$ cat config.mk
export PLATFORM = sky130hd
export DESIGN_NAME = grid_strip_index_generator_core
export DESIGN_NICKNAME = d
export VERILOG_FILES = /design/src/gsig_pkg.sv /design/src/grid_strip_index_generator_core.sv
export SDC_FILE = /design/constraint.sdc
export NUM_CORES = 1
export LEC_CHECK = 0
export BUFFER_PORTS_ARGS = -buffer_cell sky130_fd_sc_hd__buf_2
export CORE_ASPECT_RATIO = 1.1
export CORE_MARGIN = 2
export CORE_UTILIZATION = 50
export CTS_CLUSTER_DIAMETER = 80
export CTS_CLUSTER_SIZE = 10
export DETAILED_ROUTE_END_ITERATION = 6
export PLACE_DENSITY = 0.68
export SLEW_MARGIN = 15
export SYNTH_ARGS = -nofsm -noshare
export SYNTH_HDL_FRONTEND = slang
export SYNTH_SLANG_ARGS = --single-unit
$ cat constraint.sdc
create_clock -name clk -period 4.4 [get_ports clk]
set_input_delay 0.22 -clock clk [delete_from_list [all_inputs] [get_ports clk]]
set_output_delay 0.22 -clock clk [all_outputs]
set_load 0.02 [all_outputs]
$ cat src/gsig_pkg.sv
package gsig_pkg;

	localparam int VTX_W = 11;
	localparam int LEN_W = 7;
	localparam int U_W   = 7;
	localparam int V_W   = 6;
	localparam int STRIP_W = 6;
	localparam int CFG_IDX_W  = 3;
	localparam int CFG_DATA_W = 7;

	typedef logic [VTX_W-1:0] vtx_t;

	typedef enum logic [CFG_IDX_W-1:0] {
		REG_U_POINTS  = 3'd0,
		REG_V_POINTS  = 3'd1,
		REG_JOIN_U    = 3'd2,
		REG_JOIN_V    = 3'd3,
		REG_TWIST_U   = 3'd4,
		REG_TWIST_V   = 3'd5,
		REG_CLOCKWISE = 3'd6
	} reg_idx_t;

	typedef enum logic [2:0] {
		ST_IDLE,
		ST_MUL,
		ST_BASE,
		ST_EMIT,
		ST_CLOSE
	} state_t;

endpackage

$ cat src/grid_strip_index_generator_core.sv
// Triangle-strip index generator for a row-major grid of u_points rows by
// v_points columns.
//
// Configuration: cfg_we/cfg_index/cfg_data write one register per cycle;
// write only while busy is low. Reset loads u_points=2, v_points=2,
// clockwise=1 and clears the other flags; no word is in flight after reset.
//
// Command: strip_number is taken at a clock edge where start is high and busy
// is low. A strip number outside the grid (and not the wrap strip) yields no
// words and busy stays low. Otherwise busy rises and the strip base address
// is built by a shift-add multiply on one shared 11-bit adder, one multiplier
// bit per cycle, ending at the top set bit; the same adder then forms the
// second row base.
//
// Results: one vertex-index pair per cycle, marked by a one-cycle
// result_valid, v_points pairs (v_points held to 2..MAX_V_POINTS) plus one
// closing pair when join_v is set; last_pair flags the final one. The first
// word follows the command through the multiply steps, the base step and the
// result register; no command is taken until the strip is done. The receiver
// has no back-pressure: every word must be taken when shown.
module grid_strip_index_generator_core #(
	parameter int MAX_U_POINTS = 64,
	parameter int MAX_V_POINTS = 32
) (
	input  logic                            clk,
	input  logic                            arst_n,
	input  logic                            cfg_we,
	input  logic [gsig_pkg::CFG_IDX_W-1:0]  cfg_index,
	input  logic [gsig_pkg::CFG_DATA_W-1:0] cfg_data,
	input  logic                            start,
	output logic                            busy,
	input  logic [gsig_pkg::STRIP_W-1:0]    strip_number,
	output logic                            result_valid,
	output logic [gsig_pkg::VTX_W-1:0]      first_vertex,
	output logic [gsig_pkg::VTX_W-1:0]      second_vertex,
	output logic [gsig_pkg::LEN_W-1:0]      strip_length,
	output logic                            last_pair
);
	import gsig_pkg::*;

	localparam logic [U_W-1:0] U_HI = (MAX_U_POINTS > 127) ? U_W'(127) : U_W'(MAX_U_POINTS);
	localparam logic [V_W-1:0] V_HI = (MAX_V_POINTS > 63) ? V_W'(63) : V_W'(MAX_V_POINTS);

	logic [U_W-1:0] u_points_q;
	logic [V_W-1:0] v_points_q;
	logic           join_u_q, join_v_q, twist_u_q, twist_v_q, clockwise_q;

	logic [U_W-1:0] nu;
	logic [V_W-1:0] nv;
	logic [U_W-1:0] nu_m1;
	logic           strip_ok, strip_wrap, accept;

	state_t         state_q, state_d;
	logic           wrap_q;
	logic [U_W-1:0] mult_q;
	vtx_t           addend_q, acc_q;
	vtx_t           start_a_q, start_b_q, cur_a_q, cur_b_q;
	logic [V_W-1:0] j_q;

	vtx_t           add_x, add_y, add_sum;
	logic           emit_vld, emit_last;
	vtx_t           emit_a, emit_b;
	logic           j_end;

	// config registers
	always_ff @(posedge clk or negedge arst_n) begin
		if (!arst_n) begin
			u_points_q  <= U_W'(2);
			v_points_q  <= V_W'(2);
			join_u_q    <= 1'b0;
			join_v_q    <= 1'b0;
			twist_u_q   <= 1'b0;
			twist_v_q   <= 1'b0;
			clockwise_q <= 1'b1;
		end else if (cfg_we) begin
			case (cfg_index)
				REG_U_POINTS:  u_points_q  <= cfg_data[U_W-1:0];
				REG_V_POINTS:  v_points_q  <= cfg_data[V_W-1:0];
				REG_JOIN_U:    join_u_q    <= cfg_data[0];
				REG_JOIN_V:    join_v_q    <= cfg_data[0];
				REG_TWIST_U:   twist_u_q   <= cfg_data[0];
				REG_TWIST_V:   twist_v_q   <= cfg_data[0];
				REG_CLOCKWISE: clockwise_q <= cfg_data[0];
				default: ;
			endcase
		end
	end

	always_comb begin
		if (u_points_q < U_W'(2))
			nu = U_W'(2);
		else if (u_points_q > U_HI)
			nu = U_HI;
		else
			nu = u_points_q;
		if (v_points_q < V_W'(2))
			nv = V_W'(2);
		else if (v_points_q > V_HI)
			nv = V_HI;
		else
			nv = v_points_q;
	end

	assign nu_m1      = nu - U_W'(1);
	assign strip_wrap = join_u_q && ({1'b0, strip_number} == nu_m1);
	assign strip_ok   = ({1'b0, strip_number} < nu_m1) || strip_wrap;
	assign busy       = (state_q != ST_IDLE);
	assign accept     = start && !busy;
	assign j_end      = (j_q == nv - V_W'(1));

	// the one adder: shift-add steps, then second row base
	always_comb begin
		add_x = acc_q;
		add_y = '0;
		case (state_q)
			ST_MUL:  add_y = mult_q[0] ? addend_q : '0;
			ST_BASE: add_y = VTX_W'(nv);
			default: add_y = '0;
		endcase
	end
	assign add_sum = add_x + add_y;

	always_comb begin
		state_d   = state_q;
		emit_vld  = 1'b0;
		emit_last = 1'b0;
		emit_a    = cur_a_q;
		emit_b    = cur_b_q;
		case (state_q)
			ST_IDLE: begin
				if (accept && strip_ok)
					state_d = ST_MUL;
			end
			ST_MUL: begin
				if ((mult_q >> 1) == '0)
					state_d = ST_BASE;
			end
			ST_BASE: begin
				state_d = ST_EMIT;
			end
			ST_EMIT: begin
				emit_vld  = 1'b1;
				emit_last = !join_v_q && j_end;
				if (j_end)
					state_d = join_v_q ? ST_CLOSE : ST_IDLE;
			end
			ST_CLOSE: begin
				emit_vld  = 1'b1;
				emit_last = 1'b1;
				emit_a    = twist_v_q ? start_b_q : start_a_q;
				emit_b    = twist_v_q ? start_a_q : start_b_q;
				state_d   = ST_IDLE;
			end
			default: state_d = ST_IDLE;
		endcase
	end

	always_ff @(posedge clk or negedge arst_n) begin
		if (!arst_n)
			state_q <= ST_IDLE;
		else
			state_q <= state_d;
	end

	// datapath
	always_ff @(posedge clk) begin
		case (state_q)
			ST_IDLE: begin
				if (accept) begin
					wrap_q   <= strip_wrap;
					mult_q   <= strip_wrap ? nu_m1 : {1'b0, strip_number};
					addend_q <= VTX_W'(nv);
					acc_q    <= '0;
				end
			end
			ST_MUL: begin
				acc_q    <= add_sum;
				mult_q   <= mult_q >> 1;
				addend_q <= addend_q << 1;
			end
			ST_BASE: begin
				start_a_q <= acc_q;
				cur_a_q   <= acc_q;
				j_q       <= '0;
				if (wrap_q) begin
					start_b_q <= twist_u_q ? VTX_W'(nv - V_W'(1)) : '0;
					cur_b_q   <= twist_u_q ? VTX_W'(nv - V_W'(1)) : '0;
				end else begin
					start_b_q <= add_sum;
					cur_b_q   <= add_sum;
				end
			end
			ST_EMIT: begin
				cur_a_q <= cur_a_q + VTX_W'(1);
				cur_b_q <= (wrap_q && twist_u_q) ? cur_b_q - VTX_W'(1) : cur_b_q + VTX_W'(1);
				j_q     <= j_q + V_W'(1);
			end
			default: ;
		endcase
	end

	// result word register
	always_ff @(posedge clk or negedge arst_n) begin
		if (!arst_n)
			result_valid <= 1'b0;
		else
			result_valid <= emit_vld;
	end

	always_ff @(posedge clk) begin
		if (emit_vld) begin
			first_vertex  <= clockwise_q ? emit_a : emit_b;
			second_vertex <= clockwise_q ? emit_b : emit_a;
			strip_length  <= {nv, 1'b0} + (join_v_q ? LEN_W'(2) : LEN_W'(0));
			last_pair     <= emit_last;
		end
	end

	// no word appears in the cycle after a command is taken
	a_no_word_after_cmd: assert property (@(posedge clk) disable iff (!arst_n)
		accept |=> !result_valid)
		else $error("word one cycle after command");

	// a word that is not the last leaves the sequencer running
	a_mid_strip_busy: assert property (@(posedge clk) disable iff (!arst_n)
		(result_valid && !last_pair) |-> busy)
		else $error("sequencer idle in mid strip");

	// the last word closes the strip
	a_gap_after_last: assert property (@(posedge clk) disable iff (!arst_n)
		(result_valid && last_pair) |=> !result_valid)
		else $error("word right after last pair");

	// words come only from a running sequencer
	a_word_from_busy: assert property (@(posedge clk) disable iff (!arst_n)
		result_valid |-> $past(busy))
		else $error("word while idle");

endmodule
==> out/qor.csv, run 1 <==
stage,metric,value,unit
synthesis,largest family of logic cells by synthesized area,simple AND/OR/NAND/NOR gates,
clock_tree,clock sinks,131,
synthesis,async set-reset flop share out of synthesis,0.1679,
sta,min cycle time layout,3.589,ns
detailed_routing,Routed Antenna Nets,0,
critical_path,Critical Path Source Type,flip-flop,
sta,worst clock skew,0.008256,ns
sta,worst hold slack,0.03091,ns
synthesis,"flops & latches, synth",131,
global_routing,initial antenna violation count,0,
power,PD cells,781.3,nW/µm²
placed_design,DP Wirelength,11290,µm
synthesis,YS warnings,0,
placed_design,DP Area,7805,µm²
layout,Final nets,761,
layout,"commonest non-fill, non-tap cells in the layout","edfxtp_1, nand2_1, o21ai_0",
synthesis,number of synthesized flops with an enable pin,109,
layout,"Area growth, synth to finish",13.37,%
placed_design,dpl ws,0.8933,ns
synthesis,synthesized-area fraction occupied by adder cells,0.05817,
global_routing,Overflow after GRT,0,
layout,"Design Area, Final",8339,µm²
placed_design,GPL Wtd Cong,0.8673,
power,Max VDD drop,0.0003538,V
critical_path,CP max-delay cell,nor4_1,
layout,"commonest non-fill, non-tap cell in the layout",edfxtp_1,
sta,total negative slack,0,ns
detailed_routing,DRT iter0 DRCs,422,
synthesis,"Cell Area, Synth",7356,µm²
global_routing,largest net degree at the start of global routing,47,
clock_tree,clock tree root buffer cell,clkbuf_16,
synthesis,synthesized area per cell,11.18,µm²
die,die width,119.6,µm
clock_tree,CTS resizes,0,
detailed_routing,DRC errors left,0,
die,die height,131.2,µm
synthesis,"Top FF cell, synth",edfxtp_1,
clock_tree,clock slew at reported path FFs,0.06,ns
critical_path,Worst setup EP type,flip-flop,
synthesis,post-synthesis mux area share,0.1004,
sta,Fmax achieved,278.6,MHz
sta,RSZ-0062 raised after global routing,false,
detailed_routing,Vias/cell,5.736,
die,initial core utilization,0.5112,
clock_tree,clock buffer depth,2,
sta,Final Hold Viols,0,
critical_path,CP arrival,3.76,ns
critical_path,"Largest stage delay, worst path",0.57,ns
layout,Fillers,1217,
layout,share of post-route cells with drive strength above 1,0.1667,
sta,Final WS setup,0.8106,ns
sta,Tcrit/Tclk final,0.8158,
global_routing,first-pass GRT wire length,26140,µm
synthesis,Post-Synth XOR/XNOR Area,0.04627,
synthesis,Yosys cell types,60,
detailed_routing,vias,5231,
synthesis,Simple-Gate Fraction of Synth Area,0.1405,
sta,Final Setup Violations,0,
detailed_routing,final wirelength,15780,µm
synthesis,cells after synthesis,658,
critical_path,Worst Path Required,4.57,ns
layout,post-layout util,0.5796,
sta,Rel. slew slack,0.3148,
critical_path,cell mode on critical path,ha_1,
critical_path,critical path class,flip-flop to flip-flop,
clock_tree,CTS Buf Count,17,
die,row cnt,46,
die,core area,14390,µm²
critical_path,critical-path cell list,"nor4_1, o21bai_1, ha_1, nor3b_1, o21ai_0, inv_1, ha_1, nand3_1, nor3_2, mux2i_1, o21ai_1",
sta,Final Max Slew Viols,0,
flow_run,total of max-cap violations,0,
power,P_leak,3.304,nW
global_routing,Tot GR Track Use,0.2126,
sta,actual slew at the worst max-slew pin,1.020,ns
synthesis,"Seq/Total Area, Yosys",0.5203,
clock_tree,CTS tree,done,
detailed_routing,drt first pass iters,5,
placed_design,I/O Buffers,50,
die,die area,15700,µm²
layout,Diodes inserted,0,
status,status,completed,
worst_hold_path,min-delay worst type,input port to flip-flop,
detailed_routing,drt wl/cell,17.30,µm
synthesis,post-synthesis compound-gate area fraction,0.1087,
critical_path,Critical Path Fanout Max,10,
clock_tree,Clock Latency Late Sink,0.42,ns
global_routing,vias in the first global route,5384,
clock_tree,H-tree levels,4,
die,I/O pins,52,
-- kinds of logic (layout without fill, tap and decap cells) --
family | count (synthesis) | count (layout)
simple gates | 204 | 204
compound gates | 133 | 133
flops | 131 | 131
mux | 71 | 71
buf+inv | 47 | 108
xor+xnor | 38 | 38
fa+ha+maj | 33 | 33
other cells | 1 | 2
-- Yosys cell counts, types with 2 or more instances --
cell | number | area [µm²]
nor2_1 | 43 | 161.4
o211ai_1 | 2 | 15.01
xnor2_1 | 17 | 148.9
a32o_1 | 4 | 40.04
nand2_1 | 70 | 262.8
edfxtp_1 | 109 | 3273
and2_1 | 4 | 25.02
nor3_2 | 2 | 20.02
or4_1 | 4 | 30.03
nor3b_1 | 5 | 37.54
clkbuf_1 | 21 | 78.83
o22ai_1 | 6 | 37.54
buf_1 | 5 | 18.77
a211oi_1 | 4 | 30.03
nor2b_1 | 5 | 31.28
nand2b_1 | 10 | 62.56
buf_4 | 2 | 15.01
nor3_1 | 7 | 35.03
mux2_2 | 21 | 236.5
mux2i_1 | 49 | 490.5
o21ai_1 | 16 | 80.08
a21o_1 | 4 | 30.03
o21a_1 | 6 | 45.04
dfstp_2 | 3 | 78.83
o31a_1 | 4 | 35.03
nand3b_1 | 2 | 15.01
nand3_1 | 14 | 70.07
ha_1 | 31 | 387.9
nand4_1 | 2 | 12.51
inv_1 | 18 | 67.56
xor2_1 | 20 | 175.2
dfrtp_1 | 19 | 475.5
a21oi_1 | 19 | 95.09
nor4_1 | 5 | 31.28
or3_1 | 4 | 25.02
nand4b_1 | 3 | 26.28
fa_1 | 2 | 40.04
o21ai_0 | 54 | 270.3
and3_1 | 18 | 112.6
o21bai_1 | 4 | 30.03
-- repair_timing --
action	CTS	global route
buffers inserted	0	0
endpoints found under the setup margin	0	0
hold buffers	1	0
endpoints found under the hold margin	19	0
-- per-layer routing --
metal,vias to the layer above,global-route usage,wire length (µm)
met4,0,0.08431,312
met2,144,0.3673,8026
li1,2530,-,-
met1,2529,0.2537,6689
met5,-,0,0
met3,28,0.05165,747
-- worst max-delay path: cells and delay by family, from the launching register on --
kind                       cells  cell delay [ns]
and+or+nand+nor                4             1.44
AOI/OAI and AO/OA              3             0.44
muxes                          1             0.35
buffers and inverters          1             0.07
DFF                            1             0.44
adders and majority gates      2             0.58
-- final timing paths --
| check | startpoint | end | slack (ns) | depth (start not counted) |
|---|---|---|---|---|
| max | u_points_q[3] | mult_q[4] | 0.81 | 11 |
| min | cfg_data[6] | u_points_q[6] | 0.03 | 2 |
| max reg2reg | u_points_q[3] | mult_q[4] | 0.81 | 11 |
| min reg2reg | state_q[2] | state_q[0] | 0.50 | 1 |
| max in group asynchronous | arst_n | clockwise_q | 3.73 | 2 |
| min in group asynchronous | arst_n | state_q[0] | 0.31 | 2 |
-- flip-flops by register name, summed over array words and instances, names as in the netlist --
signal	cells
start_a_q	11
first_vertex	11
mult_q	7
clockwise_q	1
result_valid	1
twist_u_q	1
state_q	3
cur_b_q	11
join_u_q	1
acc_q	11
join_v_q	1
strip_length	6
j_q	6
twist_v_q	1
second_vertex	11
wrap_q	1
last_pair	1
addend_q	11
u_points_q	7
start_b_q	11
cur_a_q	11
v_points_q	6
-- final cells by class --
type                    count  area [µm²]  share of cell area
clock inverters            12       91.34             0.01095
repair buffers             59       320.3             0.03841
multi-input cells         481        3359              0.4029
clock buffers              19       432.9             0.05191
flip-flops and latches    131        3827              0.4590
inverters                  18       67.56            0.008102
well taps                 192       240.2             0.02881
-- per-stage QoR --
step,instances,power (mW)
after floorplan,659,4.488
after global placement,880,5.138
after detailed placement,880,5.247
after CTS,912,6.538
after global routing,912,6.977
final,912,6.515
-- power by group --
part           total [mW]  switching, mW  internal, mW
Clock                1.27          0.512         0.762
Combinational        2.68           1.65          1.03
Sequential           2.56          0.391          2.17
Power figures use the tool's default switching activity.
==> run 2, diff against run 1 <==
ABC_AREA = 1   (was unset)
PLACE_DENSITY = 0.71   (was 0.68)
clock period = 3.22 ns   (was 4.4 ns; I/O delays follow)
==> run 2 against run 1 <==
Net effect: sequential power up 31%; global-route usage up 0.59 points; total power up 36%; critical path type unchanged; largest cell class unchanged.
==> out/qor.csv, run 2 <==
stage,metric,value,unit
sta,Tcrit/Tclk final,0.9119,
detailed_routing,final wirelength,16490,µm
detailed_routing,drt first pass iters,5,
placed_design,dpl ws,0.3402,ns
clock_tree,H-tree levels,4,
layout,"commonest non-fill, non-tap cell in the layout",nand2_1,
sta,Final Max Slew Viols,0,
worst_hold_path,min-delay worst type,input port to flip-flop,
synthesis,Yosys cell types,47,
critical_path,Worst Path Required,3.39,ns
placed_design,Placed Cells,1077,
clock_tree,clock buffer depth,2,
die,die area,15970,µm²
die,die height,132.3,µm
flow_run,total of max-cap violations,0,
die,row cnt,46,
layout,Fillers,1308,
die,initial core utilization,0.5160,
power,"Power, Total",8.835,mW
sta,Rel. slew slack,0.5391,
critical_path,CP arrival,3.11,ns
layout,"Design Area, Final",8563,µm²
synthesis,"Seq/Total Area, Yosys",0.5114,
sta,RSZ-0062 raised after global routing,false,
layout,Multi-input gate area,3122,µm²
clock_tree,clock sinks,131,
clock_tree,clock tree root buffer cell,clkbuf_16,
placed_design,DP Wirelength,12100,µm
synthesis,async set-reset flop share out of synthesis,0.1679,
die,core area,14500,µm²
sta,Final Setup Violations,0,
global_routing,Tot GR Track Use,0.2185,
synthesis,"Cell Area, Synth",7485,µm²
layout,Final nets,960,
critical_path,Critical Path Source Type,flip-flop,
layout,Finished Layout Cells,1111,
synthesis,share of the synthesized area in the top cell type,0.4373,
detailed_routing,Vias/cell,5.353,
global_routing,Overflow after GRT,0,
layout,Storage cell area,3827,µm²
sta,worst clock skew,0.009731,ns
detailed_routing,drt wl/cell,14.84,µm
synthesis,number of synthesized flops with an enable pin,109,
status,status,completed,
synthesis,"top cells by count, synth","nand2_1, edfxtp_1, inv_1",
critical_path,Critical Path Fanout Max,6,
sta,Final Hold Viols,0,
detailed_routing,DRC errors left,0,
global_routing,vias in the first global route,5885,
critical_path,Worst setup EP type,flip-flop,
global_routing,initial antenna violation count,0,
clock_tree,CTS tree,done,
power,P_leak,3.731,nW
synthesis,"Top FF cell, synth",edfxtp_1,
detailed_routing,Routed Antenna Nets,0,
clock_tree,CTS Buf Count,17,
sta,Fmax achieved,340.5,MHz
sta,actual slew at the worst max-slew pin,0.6906,ns
detailed_routing,vias,5947,
power,Max VDD drop,0.0004850,V
clock_tree,clock slew at reported path FFs,0.06,ns
synthesis,YS warnings,0,
layout,share of post-route cells with drive strength above 1,0.1306,
layout,"commonest non-fill, non-tap cells in the layout","nand2_1, edfxtp_1, inv_1",
placed_design,DP Area,7961,µm²
synthesis,main area contributors after synthesis,"edfxtp_1, nand2_1, dfrtp_1, o21ai_0, inv_1",
sta,Final WS setup,0.2836,ns
global_routing,largest net degree at the start of global routing,45,
power,PD cells,1032,nW/µm²
synthesis,"area leader, netlist",edfxtp_1,
critical_path,critical path class,flip-flop to flip-flop,
clock_tree,Clock Latency Late Sink,0.42,ns
sta,min cycle time layout,2.936,ns
die,die width,120.7,µm
global_routing,first-pass GRT wire length,27610,µm
sta,total negative slack,0,ns
layout,Diodes inserted,0,
layout,"Area growth, synth to finish",14.41,%
placed_design,GPL Wtd Cong,0.9128,
synthesis,synthesized area per cell,8.837,µm²
synthesis,"flops & latches, synth",131,
placed_design,I/O Buffers,50,
synthesis,cells after synthesis,847,
detailed_routing,DRT iter0 DRCs,370,
synthesis,most common cell in the netlist,nand2_1,
die,I/O pins,52,
-- run 2: where the power goes --
| group | leakage [nW] | internal (mW) | switching [mW] | total, mW |
|---|---|---|---|---|
| registers | 1.32 | 2.92 | 0.433 | 3.35 |
| logic | 2.14 | 1.17 | 2.43 | 3.60 |
| clock network | 0.272 | 1.19 | 0.690 | 1.88 |
-- run 2: cell families after synthesis --
group / synth area share
xor+xnor: 0.03042
simple gates: 0.1927
other cells: 0.0005010
buf+inv: 0.07322
flops: 0.5114
compound gates: 0.1346
fa+ha+maj: 0.05717
-- run 2: area by class of cell --
class,count,area share
Sequential cell,131,0.4470
Multi-Input combinational cell,577,0.3646
Inverter,115,0.05041
Clock buffer,18,0.05012
Timing Repair Buffer,65,0.04325
Tap cell,192,0.02805
Clock inverter,13,0.01666
-- run 2: worst max-delay path: stages (launching register included) --
cell and delay, ns:
dfrtp_1 0.44, nor2_1 0.23, nand3b_2 0.16, nand2_1 0.16, inv_1 0.08, o22ai_1 0.19, inv_1 0.10, fa_1 0.46
o21ai_1 0.24, nand2_1 0.07, nand2_1 0.08, xor2_1 0.19, o21ai_0 0.12, nand2_1 0.09, o21ai_1 0.07
-- run 2: final timing paths --
kind                       slack [ns]       endpoint  cells past startpoint           from
setup / recovery                 0.28     cur_b_q[8]                     14  v_points_q[5]
hold / removal                   0.02  u_points_q[5]                      3    cfg_data[5]
setup reg to reg                 0.28     cur_b_q[8]                     14  v_points_q[5]
hold reg to reg                  0.50  v_points_q[1]                      2  v_points_q[1]
max in group asynchronous        2.64  v_points_q[1]                      2         arst_n
min in group asynchronous        0.23  u_points_q[6]                      2         arst_n
-- run 2: routing by layer --
metal,global-route usage,part of all wire,vias up
met1,0.2690,0.43,2777
met5,0,0,-
li1,-,-,2984
met4,0.09561,0.021,0
met3,0.04715,0.047,32
met2,0.3682,0.50,154
-- run 2: metrics by stage --
step | utilization | hold slack (ns)
detailed placement | 0.5489 | 0.1474
CTS | 0.5904 | 0.01401
floorplan | - | -0.1346
global placement | 0.5489 | 0.1480
global route | 0.5904 | 0.03010
finish | 0.5904 | 0.01538
-- run 2: timing repair --
item,CTS,global route
resized for setup,0,0
setup buffers,0,0
hold endpoints to repair,22,0
hold buffers,3,0
